===== src/rtl/dps_pkg.sv =====
// ----------------------------------------------------------------------------
// Deadline profit scheduler package
// Field widths, limits and the types shared by the scheduler modules.
// ----------------------------------------------------------------------------
`default_nettype none

package dps_pkg;

	localparam int PROFIT_W   = 16;
	localparam int DEADLINE_W = 6;
	localparam int VALUE_W    = 21;

	localparam logic [VALUE_W-1:0] VALUE_MAX = {VALUE_W{1'b1}};

	localparam logic KIND_SLOT  = 1'b0;
	localparam logic KIND_TOTAL = 1'b1;

	typedef struct packed {
		logic [PROFIT_W-1:0]   profit;
		logic [DEADLINE_W-1:0] deadline;
	} task_t;

	typedef struct packed {
		logic insert;
		logic drain;
	} cell_cmd_t;

	typedef struct packed {
		logic  place;
		logic  clear;
		task_t item;
	} place_cmd_t;

endpackage

`default_nettype wire


===== src/rtl/dps_placer.sv =====
// ----------------------------------------------------------------------------
// Slot placer
// Slot table, latest-free-slot search and running total of placed profits.
// ----------------------------------------------------------------------------
`default_nettype none

module dps_placer import dps_pkg::*; #(
	parameter int MAX_SLOTS = 32,
	localparam int SLOT_W = (MAX_SLOTS > 1) ? $clog2(MAX_SLOTS) : 1
) (
	input  wire                 clk,
	input  wire                 arst_n,
	input  place_cmd_t          cmd,
	input  wire  [SLOT_W-1:0]   scan_idx,
	output logic                scan_used,
	output logic [PROFIT_W-1:0] scan_profit,
	output logic [VALUE_W-1:0]  total
);

	localparam logic [DEADLINE_W-1:0] SLOTS_D = DEADLINE_W'(MAX_SLOTS);

	logic [MAX_SLOTS-1:0] used_q;
	logic [PROFIT_W-1:0]  profit_q [MAX_SLOTS];
	logic [VALUE_W-1:0]   total_q;

	logic [DEADLINE_W-1:0] limit;
	logic                  found;
	logic [SLOT_W-1:0]     fidx;
	logic [VALUE_W:0]      sum;
	logic [VALUE_W-1:0]    sum_sat;

	assign limit = (cmd.item.deadline > SLOTS_D) ? SLOTS_D : cmd.item.deadline;

	always_comb begin
		found = 1'b0;
		fidx  = '0;
		for (int s = 0; s < MAX_SLOTS; s++) begin
			if (!used_q[s] && (DEADLINE_W'(s) < limit)) begin
				found = 1'b1;
				fidx  = SLOT_W'(s);
			end
		end
	end

	assign sum     = {1'b0, total_q} + (VALUE_W+1)'(cmd.item.profit);
	assign sum_sat = (sum > {1'b0, VALUE_MAX}) ? VALUE_MAX : sum[VALUE_W-1:0];

	always_ff @(posedge clk or negedge arst_n) begin
		if (!arst_n) begin
			used_q  <= '0;
			total_q <= '0;
		end else if (cmd.clear) begin
			used_q  <= '0;
			total_q <= '0;
		end else if (cmd.place && found) begin
			used_q[fidx] <= 1'b1;
			total_q      <= sum_sat;
		end
	end

	always_ff @(posedge clk) begin
		if (cmd.place && found) begin
			profit_q[fidx] <= cmd.item.profit;
		end
	end

	assign scan_used   = used_q[scan_idx];
	assign scan_profit = profit_q[scan_idx];
	assign total       = total_q;

endmodule

`default_nettype wire


===== config.mk =====
export PLATFORM = sky130hd
export DESIGN_NAME = dps_placer
export DESIGN_NICKNAME = d
export VERILOG_FILES = /design/src/rtl/dps_pkg.sv /design/src/rtl/dps_placer.sv
export SDC_FILE = /design/constraint.sdc
export NUM_CORES = 1
export LEC_CHECK = 0
export BUFFER_PORTS_ARGS = -buffer_cell sky130_fd_sc_hd__buf_4
export CAP_MARGIN = 0
export CORE_MARGIN = 2
export CORE_UTILIZATION = 49
export DETAILED_ROUTE_END_ITERATION = 10
export PLACE_DENSITY_LB_ADDON = 0.2
export SLEW_MARGIN = 30
export SYNTH_ARGS = -nofsm -noshare
export SYNTH_HDL_FRONTEND = slang
export SYNTH_SLANG_ARGS = --single-unit

===== constraint.sdc =====
create_clock -name clk -period 6.05 [get_ports clk]
set_input_delay 1.21 -clock clk [delete_from_list [all_inputs] [get_ports clk]]
set_output_delay 1.21 -clock clk [all_outputs]
set_load 0.01 [all_outputs]

# Word-level counts from Yosys, hierarchy flattened
# Memories as Yosys holds them, arrays and structs flattened.
# Cells that the tools add are included.
dict set report classes {
  n_addsub 1
  n_lt_le_gt_ge 37
  muxes 75
  n_bitwise 1
  reduce_logical 67
}
# operator n
set ops {}
lappend ops {{2-to-1 mux 5 bit} 30}
lappend ops {{less-than comparator 5 x 6 -> 1 bit (first input constant)} 16}
lappend ops {{2-to-1 mux 32 bit} 2}
lappend ops {{2-to-1 mux 21 bit} 3}
lappend ops {{less-than comparator 4 x 6 -> 1 bit (first input constant)} 8}
lappend ops {{2-to-1 mux 1 bit} 37}
lappend ops {{logical AND 1 bit} 34}
lappend ops {{zero test 1 bit} 32}
lappend ops {{bitwise OR 32 bit} 1}
lappend ops {{less-than comparator 3 x 6 -> 1 bit (first input constant)} 4}
lappend ops {{adder 21 x 16 -> 22 bit} 1}
lappend ops {{> comparator 22 x 21 -> 1 bit (second input constant)} 1}
lappend ops {{less-than comparator 1 x 6 -> 1 bit (first input constant)} 2}
lappend ops {{less-than comparator 2 x 6 -> 1 bit (first input constant)} 2}
lappend ops {{less-than comparator 5 x 6 -> 1 bit (second input constant)} 2}
lappend ops {{> comparator 6 bit (second input constant)} 1}
lappend ops {{2-to-1 mux 6 bit} 1}
lappend ops {{binary-select mux 1 bit (select 5 bit)} 1}
lappend ops {{demux 1 bit (select 5 bit)} 1}
lappend ops {{>= comparator 5 x 1 -> 1 bit (second input constant)} 1}
lappend ops {{nonzero test 2 bit} 1}
dict set report totals {
  register_bits 53
  ramBits 512
  output_inout_bits 38
  mem_count 1
}
# memory depth width read_ports rd_ports_with_merged_regs wr line_no
set memory_table {}
lappend memory_table {profit_q 32 16 1 0 1 dps_placer.sv:23} ;# logic [PROFIT_W-1:0] profit_q [MAX_SLOTS];

# Depth between registers and ports, before layout
dict set report logic_depth {
  depth_word 42
  ltp_mapped 13
  mapped_depth_nobuf 10
}

# Worst setup path after synthesis
# Ideal clock, no wire load.
dict set report synth_timing {
  kind {in2out}
  startpoint {input port scan_idx[0]}
  endpoint {output port scan_used}
  arrival_ns 3.594
  required_ns 4.840
  slack_ns 1.246
  stages 6
  n_path_buf 3
  path_cell_list {clkbuf_1 buf_2 buf_1 mux4_2 mux4_2 mux2_2}
}
dict set report synth_via {
  elab_chain_len 2
}
# item line_no
set synth_lines {}
lappend synth_lines {{from (decl)} dps_placer.sv:14} ;# input wire [SLOT_W-1:0] scan_idx,
lappend synth_lines {{binary-select mux 1 bit (select 5 bit)} dps_placer.sv:67} ;# assign scan_used = used_q[scan_idx];
lappend synth_lines {{2-to-1 mux 1 bit (not written as such)} dps_placer.sv:67}
lappend synth_lines {{to (decl)} dps_placer.sv:15} ;# output logic scan_used,
# No other way between the ends. The select of a mux whose other input is x is not followed.

# Worst setup path in the final report
dict set report layout_timing {
  startpoint {input port scan_idx[0]}
  endpoint {output port scan_profit[8]}
}
dict set report layout_via {
  elab_chain_len 1
}
# item line_no
set layout_lines {}
lappend layout_lines {{memory (32 x 16 bit)} n/a}
lappend layout_lines {{to (decl)} dps_placer.sv:16} ;# output logic [PROFIT_W-1:0] scan_profit,
# No other way between the ends.

==> run_results.csv <==
group,metric,value,unit
placed_design,place_congestion,0.8449,
floorplanning,coreArea,47850,µm²
finish,diodes,0,
route,wl_met2,26.90,mm
floorplanning,rows,80,
power,p_seq_share,52.3,%
finish,layout-drive-gt1-share,30.98,%
grt,grt-ovfl-total,0,
placed_design,placed_cell_area,25290,µm²
worst_hold_path,hp-class,"reg2reg",
finish,design_area,26990,µm²
synth,syn_avg_cell_area,19.03,µm²
synth,ys_ff_latch,565,
setup_path,path_class,"in2out",
power,clkPwrFrac,39.6,%
sta,slew_headroom,37.82,%
sta,min_period,4837,ps
cts,cts_htree_levels,2,
sta,finalMaxSlewViolations,0,
floorplanning,io_pins,69,
sta,hold_violations,0,
route,postRouteAntennaNets,0,
job,drv_cap,0,
synth,synth_ff_type,"edfxtp_1",
synth,synth.cell_area,23850,µm²
placed_design,dp_hpwl,33.45,mm
cts,clock_latency,610,ps
setup_path,critPathCaptureType,"output pin",
synth,synth_cell_types,88,
sta,fin_crit_sh,79.95,%
finish,final_common_cell,"edfxtp_1",
sta,finalSetupViolCount,0,
setup_path,cp.required,4840,ps
synth,yosys_warnings,0,
grt,grt_max_degree,66,
route,route.detailed.drc,0,
route,viasPerCell,6.245,
finish,final_cell_mix,"512 x edfxtp_1, 170 x mux4_2, 106 x buf_4",
setup_path,path_max_fanout,49,
sta,setup-tns-final,0,ps
sta,fmax,0.2067,GHz
cts,cts_hold_buf,0,
floorplanning,die-width,224.6,µm
route,wl_met3,3.689,mm
cts,path_clk_slew,60,ps
cts,cts_tree,"done",
synth,syn_nets,1301,
floorplanning,dieArea,50450,µm²
finish,syn2layout_area_growth,13.16,%
sta,tightest_slew,931.6,ps
route,vias,12527,
route,dr.pass1.iters,5,
grt,grt_antenna_before_repair,0,
power,p_switching,1829,µW
cts,cts_inserted_buffers,55,
floorplanning,die_y,224.6,µm
grt,grtUsageTotal,22.93,%
synth,netlist_instances,1253,
synth,yosysSeqAreaShare,70.03,%
placed_design,io_buffers,68,
cts,clock-root-buffer,"clkbuf_16",
power,p_sw_share,22.08,%
sta,clock-skew-final,31.10,ps
setup_path,worstSetupStartpointType,"input pin",
floorplanning,start_util,49.85,%
grt,grt_pass1_vias,12634,
cts,clock_sinks,565,
cts,clockBufferDepth,3,
route,wl_per_cell,28.07,µm
power,pwr-share-comb,8.1,%
power,vdd_drop_max,0.0002036,V
route,wl_met1,24.70,mm
power,pwr_density_cell,306.9,nW/µm²
synth,synth_edf_count,512,
cts,post_cts_resized,0,
finish,final.fill_count,3628,
synth,ys_async_sr_fraction,9.381,%
route,wl,56.30,mm
sta,rsz0062_at_grt,"no",
route,top_layer,"met4",
route,dr.first_iter.drc_count,1266,
power,p_int,6453,µW
outcome,status,"finished, final reports clean",
setup_path,arrival,3630,ps
grt,grt_pass1_wl,83.64,mm
power,leakagePower,0.008925,µW
finish,layout.nets,1401,
cts,cts_setup_buffers,0,
[through the flow]
stage / util [%] / total power (µW) / hold WS (ps) / cells / setup WS [ps]
finish: 56.40 / 8282 / 559.5 / 2006 / 1213
global route: 56.40 / 8547 / 587.4 / 2006 / 1075
CTS: 56.40 / 8344 / 552.8 / 2006 / 1155
detailed placement: 52.85 / 5086 / 543.5 / 1911 / 1157
global placement: 52.84 / 5079 / 543.2 / 1911 / 1164
floorplan: - / 4820 / 503.7 / 1253 / 1246
[cells in the mapped netlist, types with 4 or more instances]
master	count	area, µm²
or3_1	4	25.02
a311oi_1	11	96.34
o21bai_1	8	60.06
nor2_2	9	56.30
nand3_1	7	35.03
nand2b_1	15	93.84
edfxtp_1	512	15370
o21a_1	6	45.04
o21ai_0	13	65.06
mux2i_1	4	40.04
a211oi_1	21	157.7
xnor2_1	5	43.79
mux4_2	170	3829
o211ai_1	5	37.54
dfrtp_1	53	1326
a21o_1	8	60.06
nand4_1	5	31.28
mux2_2	17	191.4
nor3_1	15	75.07
and2_1	4	25.02
a211o_1	4	35.03
buf_1	10	37.54
o22ai_1	20	125.1
nor2_1	69	259.0
ha_1	16	200.2
a21oi_1	28	140.1
inv_1	39	146.4
clkbuf_1	42	157.7
nand2_1	23	86.33
buf_6	4	45.04
buf_2	13	65.06
xor2_1	7	61.31
[flip-flops by register name (all words and copies together) (netlist names)]
name,cells
total,21
profit_q,512
used_q,32
[cell families after synthesis]
group / after synthesis / share of synthesized area, %
AO/OA/AOI/OAI: 170 / 5.419
AND/OR/NAND/NOR: 188 / 4.197
flip-flops: 565 / 70.03
XOR/XNOR: 12 / 0.4407
adder cells (fa/ha/maj): 18 / 0.9653
multiplexers: 191 / 17.02
buffers and inverters: 109 / 1.925
[worst paths after layout]
path | slack (ps) | depth (start not counted) | to | startpoint
max reg2reg | 2500 | 10 | profit_q[14][3]$_DFFE_PP_ | used_q[26]$_DFFE_PN0P_
min | 560 | 2 | used_q[31]$_DFFE_PN0P_ | used_q[31]$_DFFE_PN0P_
min reg2reg | 560 | 2 | used_q[31]$_DFFE_PN0P_ | used_q[31]$_DFFE_PN0P_
max | 1210 | 6 | scan_profit[8] | scan_idx[0]
max in group asynchronous | 4910 | 1 | total[5]$_DFFE_PN0P_ | arst_n
min in group asynchronous | 660 | 1 | used_q[5]$_DFFE_PN0P_ | arst_n
[final cells by class]
cell class	count	area [µm²]	area share, %
inverter	39	146.4	0.5424
multi-input combinational	579	6746	25.00
tap	615	769.5	2.851
sequential	565	16700	61.89
clock inverter	33	299.0	1.108
clock buffer	62	1403	5.197
timing repair buffer	113	922.1	3.417
[layer usage]
layer	track usage, %	vias up
met2	36.08	471
li1	-	5383
met5	0	-
met1	34.55	6601
met3	2.848	72
met4	5.725	0
[critical path, cell delays in order]
cell and delay [ps]:
buf_8 460, buf_12 340, mux4_2 540, mux4_2 530, mux2_2 350, buf_4 160
[power by group through the flow]
stage,sequential (µW),clock [µW],combinational (µW)
floorplan,4410,0,411
global placement,4410,0,671
detailed placement,4410,0,677
CTS,4330,3340,679
global route,4330,3490,726
finish,4330,3280,671
No activity file was read; power rests on OpenSTA's default activity.
