**src/rtl/dps_pkg.sv**
```systemverilog
// ----------------------------------------------------------------------------
// Deadline profit scheduler package
// Field widths, limits and the types shared by the scheduler modules.
// ----------------------------------------------------------------------------
`default_nettype none

package dps_pkg;

	localparam int PROFIT_W   = 16;
	localparam int DEADLINE_W = 6;
	localparam int VALUE_W    = 21;

	localparam logic [VALUE_W-1:0] VALUE_MAX = {VALUE_W{1'b1}};

	localparam logic KIND_SLOT  = 1'b0;
	localparam logic KIND_TOTAL = 1'b1;

	typedef struct packed {
		logic [PROFIT_W-1:0]   profit;
		logic [DEADLINE_W-1:0] deadline;
	} task_t;

	typedef struct packed {
		logic insert;
		logic drain;
	} cell_cmd_t;

	typedef struct packed {
		logic  place;
		logic  clear;
		task_t item;
	} place_cmd_t;

endpackage

`default_nettype wire

```
**src/rtl/dps_cell.sv**
```systemverilog
// ----------------------------------------------------------------------------
// Sorting cell
// Holds one task of the profit-ordered chain and trades it with its neighbors.
// ----------------------------------------------------------------------------
`default_nettype none

module dps_cell import dps_pkg::*; (
	input  wire        clk,
	input  wire        arst_n,
	input  cell_cmd_t  cmd,
	input  task_t      new_task,
	input  wire        prev_ins,
	input  wire        prev_valid,
	input  task_t      prev_task,
	input  wire        next_valid,
	input  task_t      next_task,
	output logic       ins,
	output logic       valid,
	output task_t      data
);

	logic  valid_q;
	task_t data_q;

	// A new task goes in front of every stored task with a strictly lower profit.
	assign ins   = !valid_q || (new_task.profit > data_q.profit);
	assign valid = valid_q;
	assign data  = data_q;

	always_ff @(posedge clk or negedge arst_n) begin
		if (!arst_n) begin
			valid_q <= 1'b0;
		end else if (cmd.drain) begin
			valid_q <= next_valid;
		end else if (cmd.insert && ins) begin
			valid_q <= prev_ins ? prev_valid : 1'b1;
		end
	end

	always_ff @(posedge clk) begin
		if (cmd.drain) begin
			data_q <= next_task;
		end else if (cmd.insert && ins) begin
			data_q <= prev_ins ? prev_task : new_task;
		end
	end

endmodule

`default_nettype wire

```
**src/rtl/dps_chain.sv**
```systemverilog
// ----------------------------------------------------------------------------
// Sorting chain
// Row of sorting cells that keeps the stored tasks in falling profit order.
// ----------------------------------------------------------------------------
`default_nettype none

module dps_chain import dps_pkg::*; #(
	parameter int MAX_TASKS = 64
) (
	input  wire        clk,
	input  wire        arst_n,
	input  cell_cmd_t  cmd,
	input  task_t      new_task,
	output logic       head_valid,
	output task_t      head,
	output logic       full
);

	logic  ins_w   [MAX_TASKS];
	logic  valid_w [MAX_TASKS];
	task_t data_w  [MAX_TASKS];

	for (genvar i = 0; i < MAX_TASKS; i++) begin : g_cell
		logic  p_ins, p_valid, n_valid;
		task_t p_task, n_task;

		if (i == 0) begin : g_first
			assign p_ins   = 1'b0;
			assign p_valid = 1'b0;
			assign p_task  = '0;
		end else begin : g_inner
			assign p_ins   = ins_w[i-1];
			assign p_valid = valid_w[i-1];
			assign p_task  = data_w[i-1];
		end

		if (i == MAX_TASKS - 1) begin : g_last
			assign n_valid = 1'b0;
			assign n_task  = '0;
		end else begin : g_mid
			assign n_valid = valid_w[i+1];
			assign n_task  = data_w[i+1];
		end

		dps_cell u_cell (
			.clk        (clk),
			.arst_n     (arst_n),
			.cmd        (cmd),
			.new_task   (new_task),
			.prev_ins   (p_ins),
			.prev_valid (p_valid),
			.prev_task  (p_task),
			.next_valid (n_valid),
			.next_task  (n_task),
			.ins        (ins_w[i]),
			.valid      (valid_w[i]),
			.data       (data_w[i])
		);
	end

	assign head_valid = valid_w[0];
	assign head       = data_w[0];
	assign full       = valid_w[MAX_TASKS-1];

endmodule

`default_nettype wire

```
**config.mk**
```make
export PLATFORM = sky130hd
export DESIGN_NAME = dps_chain
export DESIGN_NICKNAME = d
export VERILOG_FILES = /design/src/rtl/dps_pkg.sv /design/src/rtl/dps_cell.sv /design/src/rtl/dps_chain.sv
export SDC_FILE = /design/constraint.sdc
export NUM_CORES = 2
export LEC_CHECK = 0
export BUFFER_PORTS_ARGS = -buffer_cell sky130_fd_sc_hd__buf_2
export CORE_MARGIN = 2
export CORE_UTILIZATION = 46
export DETAILED_ROUTE_END_ITERATION = 10
export HOLD_SLACK_MARGIN = 0.06
export PLACE_DENSITY_LB_ADDON = 0.05
export RECOVER_POWER = 25
export SLEW_MARGIN = 10
export SYNTH_ARGS = -nofsm -noshare
export SYNTH_HDL_FRONTEND = slang
export SYNTH_HIERARCHICAL = 1
export SYNTH_SLANG_ARGS = --single-unit
```
**constraint.sdc**
```tcl
create_clock -name clk -period 4.45 [get_ports clk]
set_clock_uncertainty 0.15 [all_clocks]
set_input_delay 0.2225 -clock clk [delete_from_list [all_inputs] [get_ports clk]]
set_output_delay 0.2225 -clock clk [all_outputs]
set_load 0.01 [all_outputs]
```
* Word level (Yosys, flattened, before mapping)
Cells that the tools add are included.
Widths: inputs -> output; s select.
** Word-level totals
- Logic and storage cells :: 892
- Bits in registers :: 1472
- Bits in latches :: 0
- Bits in read-only memories :: 0
- Output and inout bits :: 24
- Memories :: 0
- Memory bits (writable) :: 0
** Cells by class
- Divide/modulo/power cells :: 0
- Multipliers :: 0
- Magnitude comparators :: 64
- Add/sub/neg operators :: 0
- Bitwise gates (word level) :: 0
- Multiplexer cells :: 380
- Reduce and logical (&&, ||, !) cells :: 256
- Equal/unequal tests :: 0
- Shifts and indexed selects :: 0
** Operators by type and width (count)
- $mux 22 :: 189
- $gt 16x16->1 :: 64
- $mux 1 :: 191
- $reduce_bool 2->1 :: 64
- $logic_and 1x1->1 :: 64
- $logic_not 1->1 :: 64
- $logic_or 1x1->1 :: 64

* Longest topological paths before layout
- Word-level depth :: 5
- Mapped depth :: 12
- Gate-level depth less buffers :: 11

* Hierarchy
Netlist, hierarchy kept.
** Modules (own cells, without submodules)
- dps_cell at g_cell[0].u_cell ... :: area each 1597.8 um^2, times used 52, seq. area each 685.7 um^2, cells an instance 161
- dps_cell at g_cell[57].u_cell ... :: area each 1630.3 um^2, times used 12, seq. area each 685.7 um^2, cells an instance 162
- dps_chain :: area each 3.8 um^2, times used 1, seq. area each 0.0 um^2, cells an instance 1

* Worst setup path after synthesis
No wires, ideal clock.
- Kind :: flip-flop to flip-flop
- Start point :: register g_cell[57].u_cell.data_q, in the netlist g_cell[57].u_cell/data[21]
- End point :: register g_cell[57].u_cell.data_q, in the netlist g_cell[57].u_cell/data[0], enable pin
- Data arrival time :: 2.350 ns
- Data required time :: 3.896 ns
- Clock period less this slack :: 2.904 ns
- Setup slack :: 1.546 ns
- Setup time :: 0.404 ns
- Cell stages (with the launch flop) :: 7
- Path through :: edfxtp_1 inv_1 ha_1 nand4_2 a2111oi_2 nor4_2 o21ai_1
** On the way
- Cells in the longest elaborated chain, start to end :: 4
** Ends and longest elaborated chain
- start, declared :: RTL line dps_cell.sv:23 : task_t data_q;
- start signal, assigned :: RTL line dps_cell.sv:42 : data_q <= next_task;
- start signal, assigned :: RTL line dps_cell.sv:44 : data_q <= prev_ins ? prev_task : new_task;
- $gt 16x16->1 :: RTL line dps_cell.sv:26 : assign ins = !valid_q || (new_task.profit > data_q.profit);
- $logic_or 1x1->1 :: RTL line dps_cell.sv:26
- $logic_and 1x1->1 :: RTL line dps_cell.sv:43 : end else if (cmd.insert && ins) begin
- $reduce_bool 2->1 (no source line)
No other way between the ends.
A chain may end at the register's enable or synchronous reset.

* Worst setup path in the final report
- Start point :: input port new_task[17] in the netlist's numbering
- End point :: register g_cell[51].u_cell.data_q, in the netlist g_cell[51].u_cell/data[1], enable pin
** On the way
- Cells in the longest elaborated chain, start to end :: 4
** Ends and longest elaborated chain
- start, declared :: RTL line dps_chain.sv:13 : input task_t new_task,
- $gt 16x16->1 :: RTL line dps_cell.sv:26
- $logic_or 1x1->1 :: RTL line dps_cell.sv:26
- $logic_and 1x1->1 :: RTL line dps_cell.sv:43
- $reduce_bool 2->1 (no source line)
- end signal, assigned :: RTL line dps_cell.sv:42
- end signal, assigned :: RTL line dps_cell.sv:44
- end, declared :: RTL line dps_cell.sv:23
No other way between the ends.

==> reports/qor.txt <==
Crit end category -> flip-flop
Worst-Margin Slew -> 2490 ps
Maximum ir drop on the vdd rail -> 377 uV
Area of the die -> 227000 sq um
Layout overhead on the synthesized area -> 10.8%
Number of placed cells counting well taps -> 13200
Clk sink count -> 1472
TritonCTS buffer count -> 181
Quantity of I/O buffers inserted on ports -> 49
Cell depth of the worst flop-to-flop path -> 11
Final GP Congestion -> 0.865
Deepest level of the CTS H-tree -> 4
Internal Power -> 42.3 mW
Share of power burned in combinational logic -> 0.383
Aggregate global routing overflow -> 0
All-layer global routing usage -> 0.267
Resize count post-CTS -> 0
# setup viols final -> 0
Std cell rows -> 173
Cell area after technology mapping -> 103000 sq um
Mean area per synthesized cell -> 9.95 sq um
Number of cells produced by synthesis -> 10300
Kind of critical path -> in2reg
Count of antenna-violating nets left after detailed routing -> 0
Endpoint arrival time on the critical path -> 4410 ps
Total of max-cap violations -> 11
Worst skew pair latency -> 830 ps
Initial antenna violation count -> 9
CTS Hold Buffers Added -> 25
Outcome -> finished, violations left
Hold Path Cell Cnt -> 3
Global-route wire length before repair -> 478 mm
Max FO, Critical Path -> 27
Core ar. -> 222000 sq um
Number of fill cells in the layout -> 20400
Hold WC Path Type -> in2reg
Clock root buffer -> clkbuf_16
Period utilization -> 0.930
Headroom to the max-slew limit -> -0.659
Routed vias/inst -> 5.78
Buffers inserted during post-CTS setup optimization -> 0
Length of the first detailed-routing pass in iterations -> 6
Violated checks -> max-capacitance violations, max-slew violations
Clock buffer depth -> 3
Highest-count cells in the layout ignoring fill and taps -> nand2_1, o21ai_0, mux2i_1, edfxtp_1, inv_1
Clock tree from TritonCTS -> done
Largest net degree at the start of global routing -> 225
Most common cell after layout, fill and taps aside -> nand2_1
Final hold viol count -> 0
Synth warnings -> 6
Initial standard-cell utilization of the core -> 0.462
Total Power -> 68.5 mW
Leakage -> 50.2 nW
Power Dens Cells -> 602 nW/um^2
Final Non-Filler Cells -> 13600
Worst hold endpoint -> g_cell[4].u_cell/data[0]
Final number of max-transition violations -> 426
Post-detailed-placement cell area -> 108000 sq um
Final instance area -> 114000 sq um
Clock input transition at the sequential cells of the worst setup and hold paths -> 50 ps
Critical R2R Capture -> g_cell[63].u_cell/data[11]
DRC Markers -> 0
Vertical extent of the die -> 476 microns
Share of post-route cells with drive strength above 1 -> 0.0725
Via count of the first global-routing pass -> 78700
Worst reg2reg startpoint -> g_cell[62].u_cell/data[7]
Final wirelength -> 309 mm
Accumulated negative setup slack -> 0 ps
Register-to-register path setup slack -> 610 ps
Num ports -> 50
Sw frac -> 0.382
Floorplan die width -> 476 microns
Violation count after the first detailed-routing iteration -> 6609
Clock power frac -> 0.220
Data required time at the worst endpoint -> 4720 ps
Sequential fraction of design power -> 0.396
Final critical path time including I/O delays and setup -> 4140 ps
Via count -> 78400
Post-detailed-route wirelength per cell -> 22.8 microns
Hold wc startpoint -> new_task[0]
Number of nets in the layout -> 11500
RSZ-0062 raised after global routing -> false
Achievable clock frequency -> 0.242 GHz
Net load switching power -> 26.2 mW
Critical Path Source Type -> primary input
DP Wirelength -> 222 mm
[critical path, stage by stage]
cell           delay [ps]
dlygate4sd3_1         540
buf_6                 400
clkbuf_1              640
ha_1                  300
nand4_1               210
nor3_2                320
a21boi_0              220
o31a_2                200
o22a_1                140
clkbuf_1             1100
[power groups by stage]
stage | registers [mW] | clock network, mW | logic (mW)
final | 27.1 | 15.1 | 26.3
after global routing | 27.7 | 15.9 | 29.3
after CTS | 27.1 | 15.4 | 26.4
after detailed placement | 27.3 | 0 | 26.3
after global placement | 27.3 | 0 | 25.4
after floorplan | 24.7 | 0 | 19.7
[flip-flops by register name (all words and copies together), names as in the netlist]
register / count
g_cell.u_cell/valid: 64
g_cell.u_cell/data: 1408
[worst max-delay path by stage]
| stage | startpoint | endpoint | slack [ps] |
|---|---|---|---|
| 2_1_floorplan | g_cell[57].u_cell/data[21] | g_cell[57].u_cell/data[0] | 1550 |
| 3_3_place_gp | new_task[15] | g_cell[40].u_cell/data[17] | 690 |
| 3_5_place_dp | new_task[15] | g_cell[40].u_cell/data[17] | 680 |
| 4_1_cts | new_task[15] | g_cell[62].u_cell/data[8] | 630 |
| 5_1_grt | new_task[17] | g_cell[51].u_cell/data[1] | 180 |
| 6_report | new_task[17] | g_cell[51].u_cell/data[1] | 310 |
[layer usage]
metal | wire (microns) | track usage | part of all wire
met1 | 145000 | 0.383 | 0.47
met2 | 140000 | 0.424 | 0.45
met3 | 15000 | 0.0281 | 0.048
met4 | 8810 | 0.0774 | 0.028
met5 | 0 | 0 | 0
[area by class of cell]
class	count	area [sq um]	area share
clock inverters	96	1000	0.00879
well taps	2975	3720	0.0327
diodes	4	10.0	0.0000880
multi-input cells	7254	52200	0.459
repair buffers	412	3740	0.0328
flip-flops and latches	1472	43900	0.386
inverters	1124	4220	0.0371
clock buffers	243	4940	0.0434
[metrics by stage]
step / hold slack (ps) / setup slack (ps) / utilization
5_1_grt: 118 / 180 / 0.512
2_1_floorplan: -223 / 1550 / -
6_report: 100 / 310 / 0.512
3_5_place_dp: 43.4 / 676 / 0.487
3_3_place_gp: 43.7 / 693 / 0.487
4_1_cts: 60.8 / 634 / 0.515
Note: power is estimated with default switching activity, not from simulation.
